## src/hw/rtl/pbi_ram.sv

```systemverilog
`timescale 1ns / 1ps
`default_nettype none

module pbi_ram #(
  parameter int WIDTH = 18,
  parameter int DEPTH = 256
) (
  input  wire logic                                       clk,
  input  wire logic                                       we,
  input  wire logic [((DEPTH > 1) ? $clog2(DEPTH) : 1)-1:0] waddr,
  input  wire logic [WIDTH-1:0]                           wdata,
  input  wire logic [((DEPTH > 1) ? $clog2(DEPTH) : 1)-1:0] raddr,
  output      logic [WIDTH-1:0]                           rdata
);

  logic [WIDTH-1:0] mem [DEPTH];

  always_ff @(posedge clk) begin
    if (we) begin
      mem[waddr] <= wdata;
    end
    rdata <= mem[raddr];
  end

endmodule

`default_nettype wire

```

## config.mk

```make
export PLATFORM = sky130hd
export DESIGN_NAME = pbi_ram
export DESIGN_NICKNAME = d
export VERILOG_FILES = /design/src/hw/rtl/pbi_ram.sv
export SDC_FILE = /design/constraint.sdc
export NUM_CORES = 2
export LEC_CHECK = 0
export BUFFER_PORTS_ARGS = -buffer_cell sky130_fd_sc_hd__buf_2
export CAP_MARGIN = 20
export CORE_MARGIN = 10
export CORE_UTILIZATION = 25
export CTS_CLUSTER_SIZE = 25
export DETAILED_ROUTE_END_ITERATION = 10
export GPL_ROUTABILITY_DRIVEN = 0
export PLACE_DENSITY_LB_ADDON = 0.15
export SLEW_MARGIN = 20
export SYNTH_ARGS = -nofsm -noshare
export SYNTH_HDL_FRONTEND = slang
export SYNTH_MEMORY_MAX_BITS = 65536
export SYNTH_SLANG_ARGS = --single-unit
```

## constraint.sdc

```tcl
create_clock -name clk -period 7.14 [get_ports clk]
set_input_delay 0.714 -clock clk [delete_from_list [all_inputs] [get_ports clk]]
set_output_delay 0.714 -clock clk [all_outputs]
set_load 0.02 [all_outputs]
```

==> run_results.csv <==
group,metric,value,unit
timing,slew_viol_final,0,
synthesis,synth_area,178200,sq um
drt,route.antenna.remaining_nets,0,
floorplanning,fp.dieH,864.3,um
power_and_ir_drop,p_leak,64.65,nW
synthesis,synth_commonest_cells,"edfxtp_1 (4608), mux4_2 (864), mux2i_1 (792)",
placement,place_area,192700,sq um
floorplanning,rows,310,
synthesis,synth_nets,8317,
flow_run,max-cap-violations,0,
final_layout,stdcell_area,209500,sq um
grt,grt_pass1_wl,801.2,mm
power_and_ir_drop,vdd_drop_max,0.2588,mV
drt,drt-pass1-iter-count,6,
power_and_ir_drop,swShare,22.64,%
timing,setup_viol,0,
synthesis,yosysMostFrequentCell,"edfxtp_1",
timing,rsz0062_at_grt,"false",
synthesis,async_flop_share,0,%
timing,fmax,220.2,MHz
synthesis,synth_top_area_share,77.64,%
grt,grt_overflow,0,
timing,final_hold_viol_count,0,
critical_path,crit_path_end_kind,"register",
floorplanning,die_x,864.3,um
critical_path,crit_required,8.07,ns
cts,cts_setup_buffers,0,
floorplanning,dieArea,747100,sq um
cts,clock_sinks,4626,
critical_path,cp-start-kind,"primary input",
placement,hpwl,351.2,mm
final_layout,layout-drive-gt1-share,25.93,%
cts,cts_inserted_buffers,545,
drt,routed_via_density,4.724,
power_and_ir_drop,p_clk_share,44.3,%
final_layout,area_growth,17.55,%
synthesis,syn_area_per_cell,21.52,sq um
cts,worstSkewPairLatency,1.09,ns
floorplanning,core,711700,sq um
drt,initialDrtViolationCount,9589,
timing,clock_skew,0.06944,ns
final_layout,fillers,69160,
synthesis,ys_seq_area_share,77.84,%
cts,ctsRootBufferMaster,"clkbuf_16",
drt,drc,0,
timing,fin_crit,4.541,ns
final_layout,nets,8872,
run_status,status,"complete, no violations",
grt,grt_util_all_layers,15.24,%
grt,grt_max_degree,154,
power_and_ir_drop,powerDensity,283.7,nW/um^2
cts,h-tree-depth,6,
critical_path,worst-path-max-fanout,46,
grt,antenna_found_initial,54,
synthesis,yosys.area.top_type,"edfxtp_1",
power_and_ir_drop,finalPower,0.05945,W
drt,vias,88850,
cts,cts_tree,"yes",
critical_path,crit_arrival,5.47,ns
cts,postCtsResizedCells,0,
placement,io_buffers,53,
power_and_ir_drop,comb_power_share,5.2,%
cts,clk_pin_slew_worst_paths,0.06,ns
power_and_ir_drop,seqPwrFrac,50.5,%
critical_path,critPathKind,"primary input to register",
timing,whs,0.1111,ns
drt,routed_wl,590.4,mm
timing,tns,0,ns
timing,fin_crit_sh,63.60,%
grt,first_global_vias,90540,
floorplanning,pin_count,54,
timing,relSlewSlack,12.75,%
drt,wl_per_cell,31.39,um
cts,cts_buffer_depth,4,
power_and_ir_drop,intPower,0.04599,W
synthesis,ys_seq_elements,4626,
worst_hold_path,hold_class,"primary input to register",
cts,postCtsHoldBufs,2,
timing,max_slew.worst_pin.slew,1.297,ns
synthesis,synth.distinct_cells,41,
floorplanning,start_util,25.04,%
synthesis,synthFlopType,"edfxtp_1",
power_and_ir_drop,switching_power,0.01346,W
synthesis,ys_top_cells_by_area,"edfxtp_1 (78%), mux4_2 (11%), mux2i_1 (4.4%), o221ai_1 (1.6%), o22ai_1 (0.84%)",
synthesis,yosysWarningCount,0,
synthesis,synth_edf_count,4608,
synthesis,synth_cells,8281,
-- registers in the layout, indices dropped and copies added, names as in the netlist --
| signal | flops |
|---|---|
| mem | 4608 |
| rdata | 18 |
-- cells by family (layout without fill, tap and decap cells) --
kind of cell | Yosys count | count (layout) | share of synthesized area, %
DFF | 4626 | 4626 | 77.84
muxes | 1656 | 1656 | 15.37
AOI/OAI and AO/OA | 862 | 862 | 3.406
other | 0 | 38 | 0
and+or+nand+nor | 637 | 637 | 1.658
buffers and inverters | 500 | 1473 | 1.726
-- layer usage --
layer	track usage, %	vias up	routed length (um)
li1	-	36440	-
met1	21.03	49000	259800
met2	25.32	2718	285100
met3	2.421	689	32110
met4	3.319	10	13340
met5	0	-	69
-- critical path: stages --
cell      delay, ns
buf_8          0.31
or2_4          0.61
buf_4          0.57
buf_4          0.66
o221ai_1       0.41
a21oi_1        0.26
nor3_1         0.18
nor3_2         0.58
a22o_1         0.76
nor4_2         0.12
-- through the flow --
stage                     setup WS, ns  cells  utilization, %
after floorplan                  4.174   8281               -
after global placement          0.7135  17790           27.03
after detailed placement         1.344  17800           27.07
after CTS                        2.529  18770           29.42
after global routing             2.511  18770           29.42
final                            2.599  18810           29.44
-- power groups by stage --
| stage | registers, W | logic [W] | clock network, W |
|---|---|---|---|
| finish | 0.0300 | 0.00308 | 0.0263 |
| global route | 0.0300 | 0.00325 | 0.0281 |
| CTS | 0.0300 | 0.00317 | 0.0270 |
| detailed placement | 0.0306 | 0.00317 | 0 |
| global placement | 0.0306 | 0.00312 | 0 |
| floorplan | 0.0306 | 0.00149 | 0 |
-- cells in the final DEF, fill, tap and decap left out, types with 18 or more instances in the layout --
cell | netlist | final
edfxtp_1 | 4608 | 4608
mux4_2 | 864 | 864
mux2i_1 | 792 | 792
clkbuf_16 | 0 | 552
buf_4 | 33 | 400
o221ai_1 | 317 | 317
o22ai_1 | 238 | 230
a21oi_1 | 190 | 190
nor2_2 | 0 | 172
clkbuf_1 | 228 | 139
nor3_1 | 159 | 137
clkinv_1 | 1 | 116
nand2_1 | 81 | 77
clkinv_2 | 0 | 76
nor2_4 | 0 | 71
a22oi_1 | 51 | 50
nor2_1 | 290 | 47
buf_12 | 12 | 40
diode_2 | 0 | 38
buf_2 | 92 | 30
nand4_1 | 27 | 27
nor4_2 | 19 | 22
nor3_2 | 0 | 22
buf_8 | 12 | 22
bufinv_16 | 0 | 21
inv_6 | 0 | 20
a31oi_1 | 20 | 20
a22o_1 | 19 | 19
clkinv_8 | 0 | 18
dfxtp_1 | 18 | 18
-- final cells by class --
type / count / area, sq um / area share [%]
sequential: 4626 / 138700 / 66.22
multi-input combinational: 3155 / 37640 / 17.97
clock buffer: 698 / 14430 / 6.888
tap: 9516 / 11910 / 5.683
timing repair buffer: 504 / 4436 / 2.117
clock inverter: 267 / 2238 / 1.068
antenna: 38 / 95.09 / 0.04539
inverter: 4 / 27.53 / 0.01314
-- path summary, 6_finish.rpt --
path                    start         end  slack (ns)  cells past startpoint
setup / recovery     raddr[2]   rdata[13]        2.60                     10
hold / removal       wdata[9]  mem[76][9]        0.11                      1
setup reg to reg  mem[55][11]   rdata[11]        3.79                      5
hold reg to reg   mem[120][2]    rdata[2]        1.02                      6
(Power assumes the default switching activity.)
