**src/hw/rtl/pbi_pkg.sv**
```systemverilog
`timescale 1ns / 1ps
`default_nettype none

package pbi_pkg;

  // Palette depth and the widths that follow from it
  localparam int TABLE_DEPTH = 256;
  localparam int ADDR_W      = (TABLE_DEPTH > 1) ? $clog2(TABLE_DEPTH) : 1;
  localparam int CNT_W       = ADDR_W + 1;

  // Fixed field widths
  localparam int PIX_W    = 8;
  localparam int CHAN_W   = 6;
  localparam int COLOUR_W = 3 * CHAN_W;
  localparam int INDEX_W  = 8;
  localparam int USED_W   = 9;

  // Sequencer states
  localparam logic [1:0] ST_IDLE   = 2'd0;
  localparam logic [1:0] ST_SCAN   = 2'd1;
  localparam logic [1:0] ST_RESULT = 2'd2;

  typedef struct packed {
    logic              first_pixel;
    logic [PIX_W-1:0]  red;
    logic [PIX_W-1:0]  green;
    logic [PIX_W-1:0]  blue;
  } pixel_t;

  typedef struct packed {
    logic [CHAN_W-1:0] red;
    logic [CHAN_W-1:0] green;
    logic [CHAN_W-1:0] blue;
  } colour_t;

  typedef struct packed {
    logic [INDEX_W-1:0] palette_index;
    logic               new_entry;
    colour_t            colour;
    logic               overflow;
    logic [USED_W-1:0]  entries_used;
  } result_t;

  // Drop the two low bits of each channel
  function automatic colour_t quantise(input pixel_t p);
    colour_t c;
    c.red   = p.red[PIX_W-1:2];
    c.green = p.green[PIX_W-1:2];
    c.blue  = p.blue[PIX_W-1:2];
    return c;
  endfunction

  // Entry index reported on 8 bits
  function automatic logic [INDEX_W-1:0] to_index(input logic [ADDR_W-1:0] a);
    logic [ADDR_W+INDEX_W-1:0] w;
    w = {{INDEX_W{1'b0}}, a};
    return w[INDEX_W-1:0];
  endfunction

  // Fill count reported on 9 bits
  function automatic logic [USED_W-1:0] to_used(input logic [CNT_W-1:0] c);
    logic [CNT_W+USED_W-1:0] w;
    w = {{USED_W{1'b0}}, c};
    return w[USED_W-1:0];
  endfunction

endpackage

`default_nettype wire

```
**src/hw/rtl/pbi_ctrl.sv**
```systemverilog
`timescale 1ns / 1ps
`default_nettype none

module pbi_ctrl (
  input  wire logic                             clk,
  input  wire logic                             rst,
  input  wire logic                             in_valid,
  output      logic                             in_ready,
  input  wire pbi_pkg::pixel_t                  in_pixel,
  output      logic                             res_valid,
  input  wire logic                             res_take,
  output      pbi_pkg::result_t                 res_data,
  output      logic                             ram_we,
  output      logic [pbi_pkg::ADDR_W-1:0]       ram_waddr,
  output      logic [pbi_pkg::COLOUR_W-1:0]     ram_wdata,
  output      logic [pbi_pkg::ADDR_W-1:0]       ram_raddr,
  input  wire logic [pbi_pkg::COLOUR_W-1:0]     ram_rdata
);

  localparam logic [pbi_pkg::CNT_W-1:0] DEPTH_C = pbi_pkg::CNT_W'(pbi_pkg::TABLE_DEPTH);
  localparam logic [pbi_pkg::CNT_W-1:0] ONE_C   = pbi_pkg::CNT_W'(1);

  logic [1:0]                  state;
  logic [pbi_pkg::CNT_W-1:0]   fill_count;
  logic                        overflowed;
  pbi_pkg::colour_t            key;
  logic [pbi_pkg::CNT_W-1:0]   scan_addr;
  logic [pbi_pkg::ADDR_W-1:0]  cmp_idx;
  logic                        cmp_pend;
  pbi_pkg::result_t            result;

  logic issue, hit, miss, full;

  // One read issued per cycle; its data is compared in the next cycle
  assign issue = scan_addr < fill_count;
  assign hit   = cmp_pend && (ram_rdata == key);
  assign miss  = !issue && !cmp_pend && !hit;
  assign full  = fill_count >= DEPTH_C;

  assign in_ready  = (state == pbi_pkg::ST_IDLE);
  assign res_valid = (state == pbi_pkg::ST_RESULT);
  assign res_data  = result;

  assign ram_raddr = scan_addr[pbi_pkg::ADDR_W-1:0];
  assign ram_waddr = fill_count[pbi_pkg::ADDR_W-1:0];
  assign ram_wdata = key;
  assign ram_we    = (state == pbi_pkg::ST_SCAN) && miss && !full;

  always_ff @(posedge clk) begin
    if (rst) begin
      state      <= pbi_pkg::ST_IDLE;
      fill_count <= '0;
      overflowed <= 1'b0;
      cmp_pend   <= 1'b0;
    end else begin
      case (state)
        pbi_pkg::ST_IDLE: begin
          if (in_valid) begin
            key       <= pbi_pkg::quantise(in_pixel);
            scan_addr <= '0;
            cmp_pend  <= 1'b0;
            if (in_pixel.first_pixel) begin
              fill_count <= '0;
              overflowed <= 1'b0;
              state      <= pbi_pkg::ST_SCAN;
            end else if (overflowed) begin
              // sticky overflow: no search
              result.palette_index <= '0;
              result.new_entry     <= 1'b0;
              result.colour        <= pbi_pkg::quantise(in_pixel);
              result.overflow      <= 1'b1;
              result.entries_used  <= pbi_pkg::to_used(fill_count);
              state                <= pbi_pkg::ST_RESULT;
            end else begin
              state <= pbi_pkg::ST_SCAN;
            end
          end
        end
        pbi_pkg::ST_SCAN: begin
          cmp_pend <= issue && !hit;
          if (issue) begin
            scan_addr <= scan_addr + ONE_C;
            cmp_idx   <= scan_addr[pbi_pkg::ADDR_W-1:0];
          end
          result.colour <= key;
          if (hit) begin
            result.palette_index <= pbi_pkg::to_index(cmp_idx);
            result.new_entry     <= 1'b0;
            result.overflow      <= 1'b0;
            result.entries_used  <= pbi_pkg::to_used(fill_count);
            state                <= pbi_pkg::ST_RESULT;
          end else if (miss) begin
            if (full) begin
              overflowed           <= 1'b1;
              result.palette_index <= '0;
              result.new_entry     <= 1'b0;
              result.overflow      <= 1'b1;
              result.entries_used  <= pbi_pkg::to_used(fill_count);
            end else begin
              fill_count           <= fill_count + ONE_C;
              result.palette_index <= pbi_pkg::to_index(fill_count[pbi_pkg::ADDR_W-1:0]);
              result.new_entry     <= 1'b1;
              result.overflow      <= 1'b0;
              result.entries_used  <= pbi_pkg::to_used(fill_count + ONE_C);
            end
            state <= pbi_pkg::ST_RESULT;
          end
        end
        pbi_pkg::ST_RESULT: begin
          if (res_take) begin
            state <= pbi_pkg::ST_IDLE;
          end
        end
        default: begin
          state <= pbi_pkg::ST_IDLE;
        end
      endcase
    end
  end

endmodule

`default_nettype wire

```
**config.mk**
```make
export PLATFORM = sky130hd
export DESIGN_NAME = pbi_ctrl
export DESIGN_NICKNAME = d
export VERILOG_FILES = /design/src/hw/rtl/pbi_pkg.sv /design/src/hw/rtl/pbi_ctrl.sv
export SDC_FILE = /design/constraint.sdc
export NUM_CORES = 1
export LEC_CHECK = 0
export BUFFER_PORTS_ARGS = -buffer_cell sky130_fd_sc_hd__buf_4
export CORE_MARGIN = 5
export CORE_UTILIZATION = 52
export CTS_CLUSTER_DIAMETER = 150
export DETAILED_ROUTE_END_ITERATION = 10
export GPL_TIMING_DRIVEN = 0
export PLACE_DENSITY = 0.8
export SETUP_SLACK_MARGIN = 0.4
export SLEW_MARGIN = 15
export SYNTH_ARGS = -nofsm -noshare
export SYNTH_HDL_FRONTEND = slang
export SYNTH_SLANG_ARGS = --single-unit
```
**constraint.sdc**
```tcl
create_clock -name clk -period 5.2 [get_ports clk]
set_input_delay 0 -clock clk [delete_from_list [all_inputs] [get_ports clk]]
set_output_delay 0 -clock clk [all_outputs]
set_load 0.01 [all_outputs]
```
==> results.toml <==
[run]
maxCapViolations = 0

[pwr]
ir_drop_v = 0.0001444
p_total_w = 0.001556
power_density_nw_per_um2 = 275.6
p_leak_nw = 2.297

[finish]
antennaDiodeCount = 0
nets = 578
stdcell_area_um2 = 5645
post-route-util = 0.6976
multi_input_area_um2 = 1622
fillerInstances = 610
drive_above_1_share = 0.3250
ff_latch_area_um2 = 2422
syn_to_final_growth_pct = 33.10
fin_cells = 628
final_cell_mix = "buf_4 (130), nand2_1 (81), edfxtp_1 (72)"
final_common_cell = "buf_4"

[timing]
finalHoldViolCount = 0
setup_viol = 0
fin_skew_ns = 0.01182
timing.fmax_ghz = 0.3412
finalMaxSlewViolations = 0
tns_ns = 0
rsz0062_at_grt = "no"
fin_crit_ns = 2.931
worst_pin_slew_ns = 0.9164
fin_crit_sh = 0.5636
maxSlewHeadroom = 0.3890

[detailed_routing]
via_per_inst = 5.396
drc_errors = 0
wl_per_cell_um = 17.29
finalWirelength_um = 10860
dr.first_iter.drc_count = 213
vias = 3389
ant_nets = 0
drtPass1Iterations = 4

[synth]
syn_area_um2 = 4242
async_reset_ff_frac = 0
synthCells = 374
synth_edf_count = 72
synth_seq_cells = 85
ys.warnings.count = 0
synthesis.nets = 434
syn_avg_cell_area_um2 = 11.34
yosysSeqAreaShare = 0.5711
synth.distinct_cells = 54
synth-main-ff-cell = "edfxtp_1"

[clock_network]
cts_setup_buffers = 0
cts_tree = "built"
clockBufferDepth = 2
clock_latency_ns = 0.34
cts_max_level = 3
cts_buffers = 9
clock-sinks = 85
cts.clk_slew.worst_paths_ns = 0.08
root_buffer = "clkbuf_8"

[die]
io-pin-count = 121
die_width_um = 100.3
rows = 33
core_um2 = 8093
die_h_um = 100.3
dieArea_um2 = 10060
initial_core_util = 0.5241

[global_route]
grt_use_met2 = 0.3685
grt_pass1_wl_um = 16930
grt_pass1_vias = 3395
grt.met1_usage = 0.2638
busiest_layer = "met2"
gr-usage-all-layers = 0.2150
gr-total-overflow = 0
antenna_found_initial = 0
grt_max_degree = 20
met3_usage = 0.03822

[placement]
dp_hpwl_um = 7882
dp_cells = 594
port_buffers = 113
placed_area_um2 = 5251
gp_congestion = 0.8524

[setup_path]
crit_fanout = 15
worstSetupPathType = "reg -> reg"
startpoint_type = "flip-flop"
arrival_ns = 2.98
cp.required_ns = 5.25
end_kind = "flip-flop"

[min_path]
hold_path_class = "in -> reg"

[run_status]
status = "finished clean"
critical path, cell delays in order, from the launching register on:
cell and delay, ns:
edfxtp_1 0.45, xnor2_1 0.22, nand4_1 0.15, nor2_1 0.68, nand2_2 0.24, buf_2 0.29
a31oi_2 0.36, buf_6 0.24
cells in the mapped netlist, drive strengths merged (2+ instances only):
cell type / number / area [um2]
mux2i: 8 / 80.08
nor2b: 3 / 18.77
nand2b: 2 / 20.02
clkbuf: 6 / 22.52
a31o: 4 / 35.03
edfxtp: 72 / 2162
or4: 3 / 22.52
o21ai: 5 / 25.02
xnor2: 26 / 227.7
nand4: 6 / 37.54
a2111oi: 2 / 23.77
a21oi: 9 / 45.04
buf: 20 / 138.9
o211ai: 5 / 42.54
xor2: 3 / 26.28
a31oi: 4 / 25.02
dfxtp: 13 / 260.3
ha: 13 / 162.7
a21o: 2 / 15.01
or3: 7 / 53.80
mux2: 2 / 22.52
inv: 16 / 60.05
a32o: 2 / 20.02
nand3: 12 / 60.06
nor3: 2 / 21.27
a211oi: 9 / 72.57
nand2: 82 / 310.3
o21bai: 2 / 15.01
nor2: 21 / 81.33
what timing repair did:
item / 4_1_cts / 5_1_grt
gates resized for setup: 0 / 0
hold buffers: 18 / 0
hold endpoints to repair: 36 / 0
sequential cells by signal, indices dropped and copies added, names as in the netlist:
signal      count
scan_addr       9
ram_wdata      18
fill_count      9
res_data       37
overflowed      1
state           2
cmp_pend        1
cmp_idx         8
worst paths after layout:
kind,startpoint,slack (ns),end,depth (start not counted)
hold reg to reg,fill_count[4]$_SDFFE_PP0P_,0.54,fill_count[4]$_SDFFE_PP0P_,2
setup / recovery,ram_wdata[12]$_DFFE_PP_,2.27,res_data[0]$_DFFE_PP_,7
hold / removal,in_valid,0.04,state[0]$_SDFFE_PP0P_,3
setup reg to reg,ram_wdata[12]$_DFFE_PP_,2.27,res_data[0]$_DFFE_PP_,7
kinds of logic after synthesis:
| logic type | after synthesis | synth area share |
|---|---|---|
| AND/OR/NAND/NOR | 144 | 0.1614 |
| flip-flops | 85 | 0.5711 |
| AO/OA/AOI/OAI | 51 | 0.09292 |
| buffers and inverters | 42 | 0.05221 |
| XOR/XNOR | 29 | 0.05988 |
| adder cells (fa/ha/maj) | 13 | 0.03835 |
| multiplexers | 10 | 0.02419 |
final cells by class:
type                    instances  share of cell area
flip-flops and latches         85              0.4291
multi-input cells             247              0.2872
repair buffers                133              0.1855
plain buffers                  26             0.02859
clock buffers                  12             0.02748
well taps                     105             0.02327
inverters                      16             0.01064
clock inverters                 4            0.008200
metrics by stage:
stage	hold slack, ns	setup slack (ns)
global placement	0.1878	0.5260
floorplan	0.09887	1.524
finish	0.04104	2.269
global route	0.03812	2.019
detailed placement	0.1895	1.995
CTS	0.03055	1.976
power by group:
part / switching (W) / internal [W] / leakage [nW]
sequential: 0.0000259 / 0.000783 / 0.771
combinational: 0.000147 / 0.000123 / 1.43
clock: 0.000230 / 0.000247 / 0.100
metal layers:
metal	part of all wire	routed length [um]
met1	0.39	4219
met2	0.52	5604
met3	0.060	652
met4	0.035	381
met5	0	0
No activity file was read; power rests on OpenSTA's default activity.
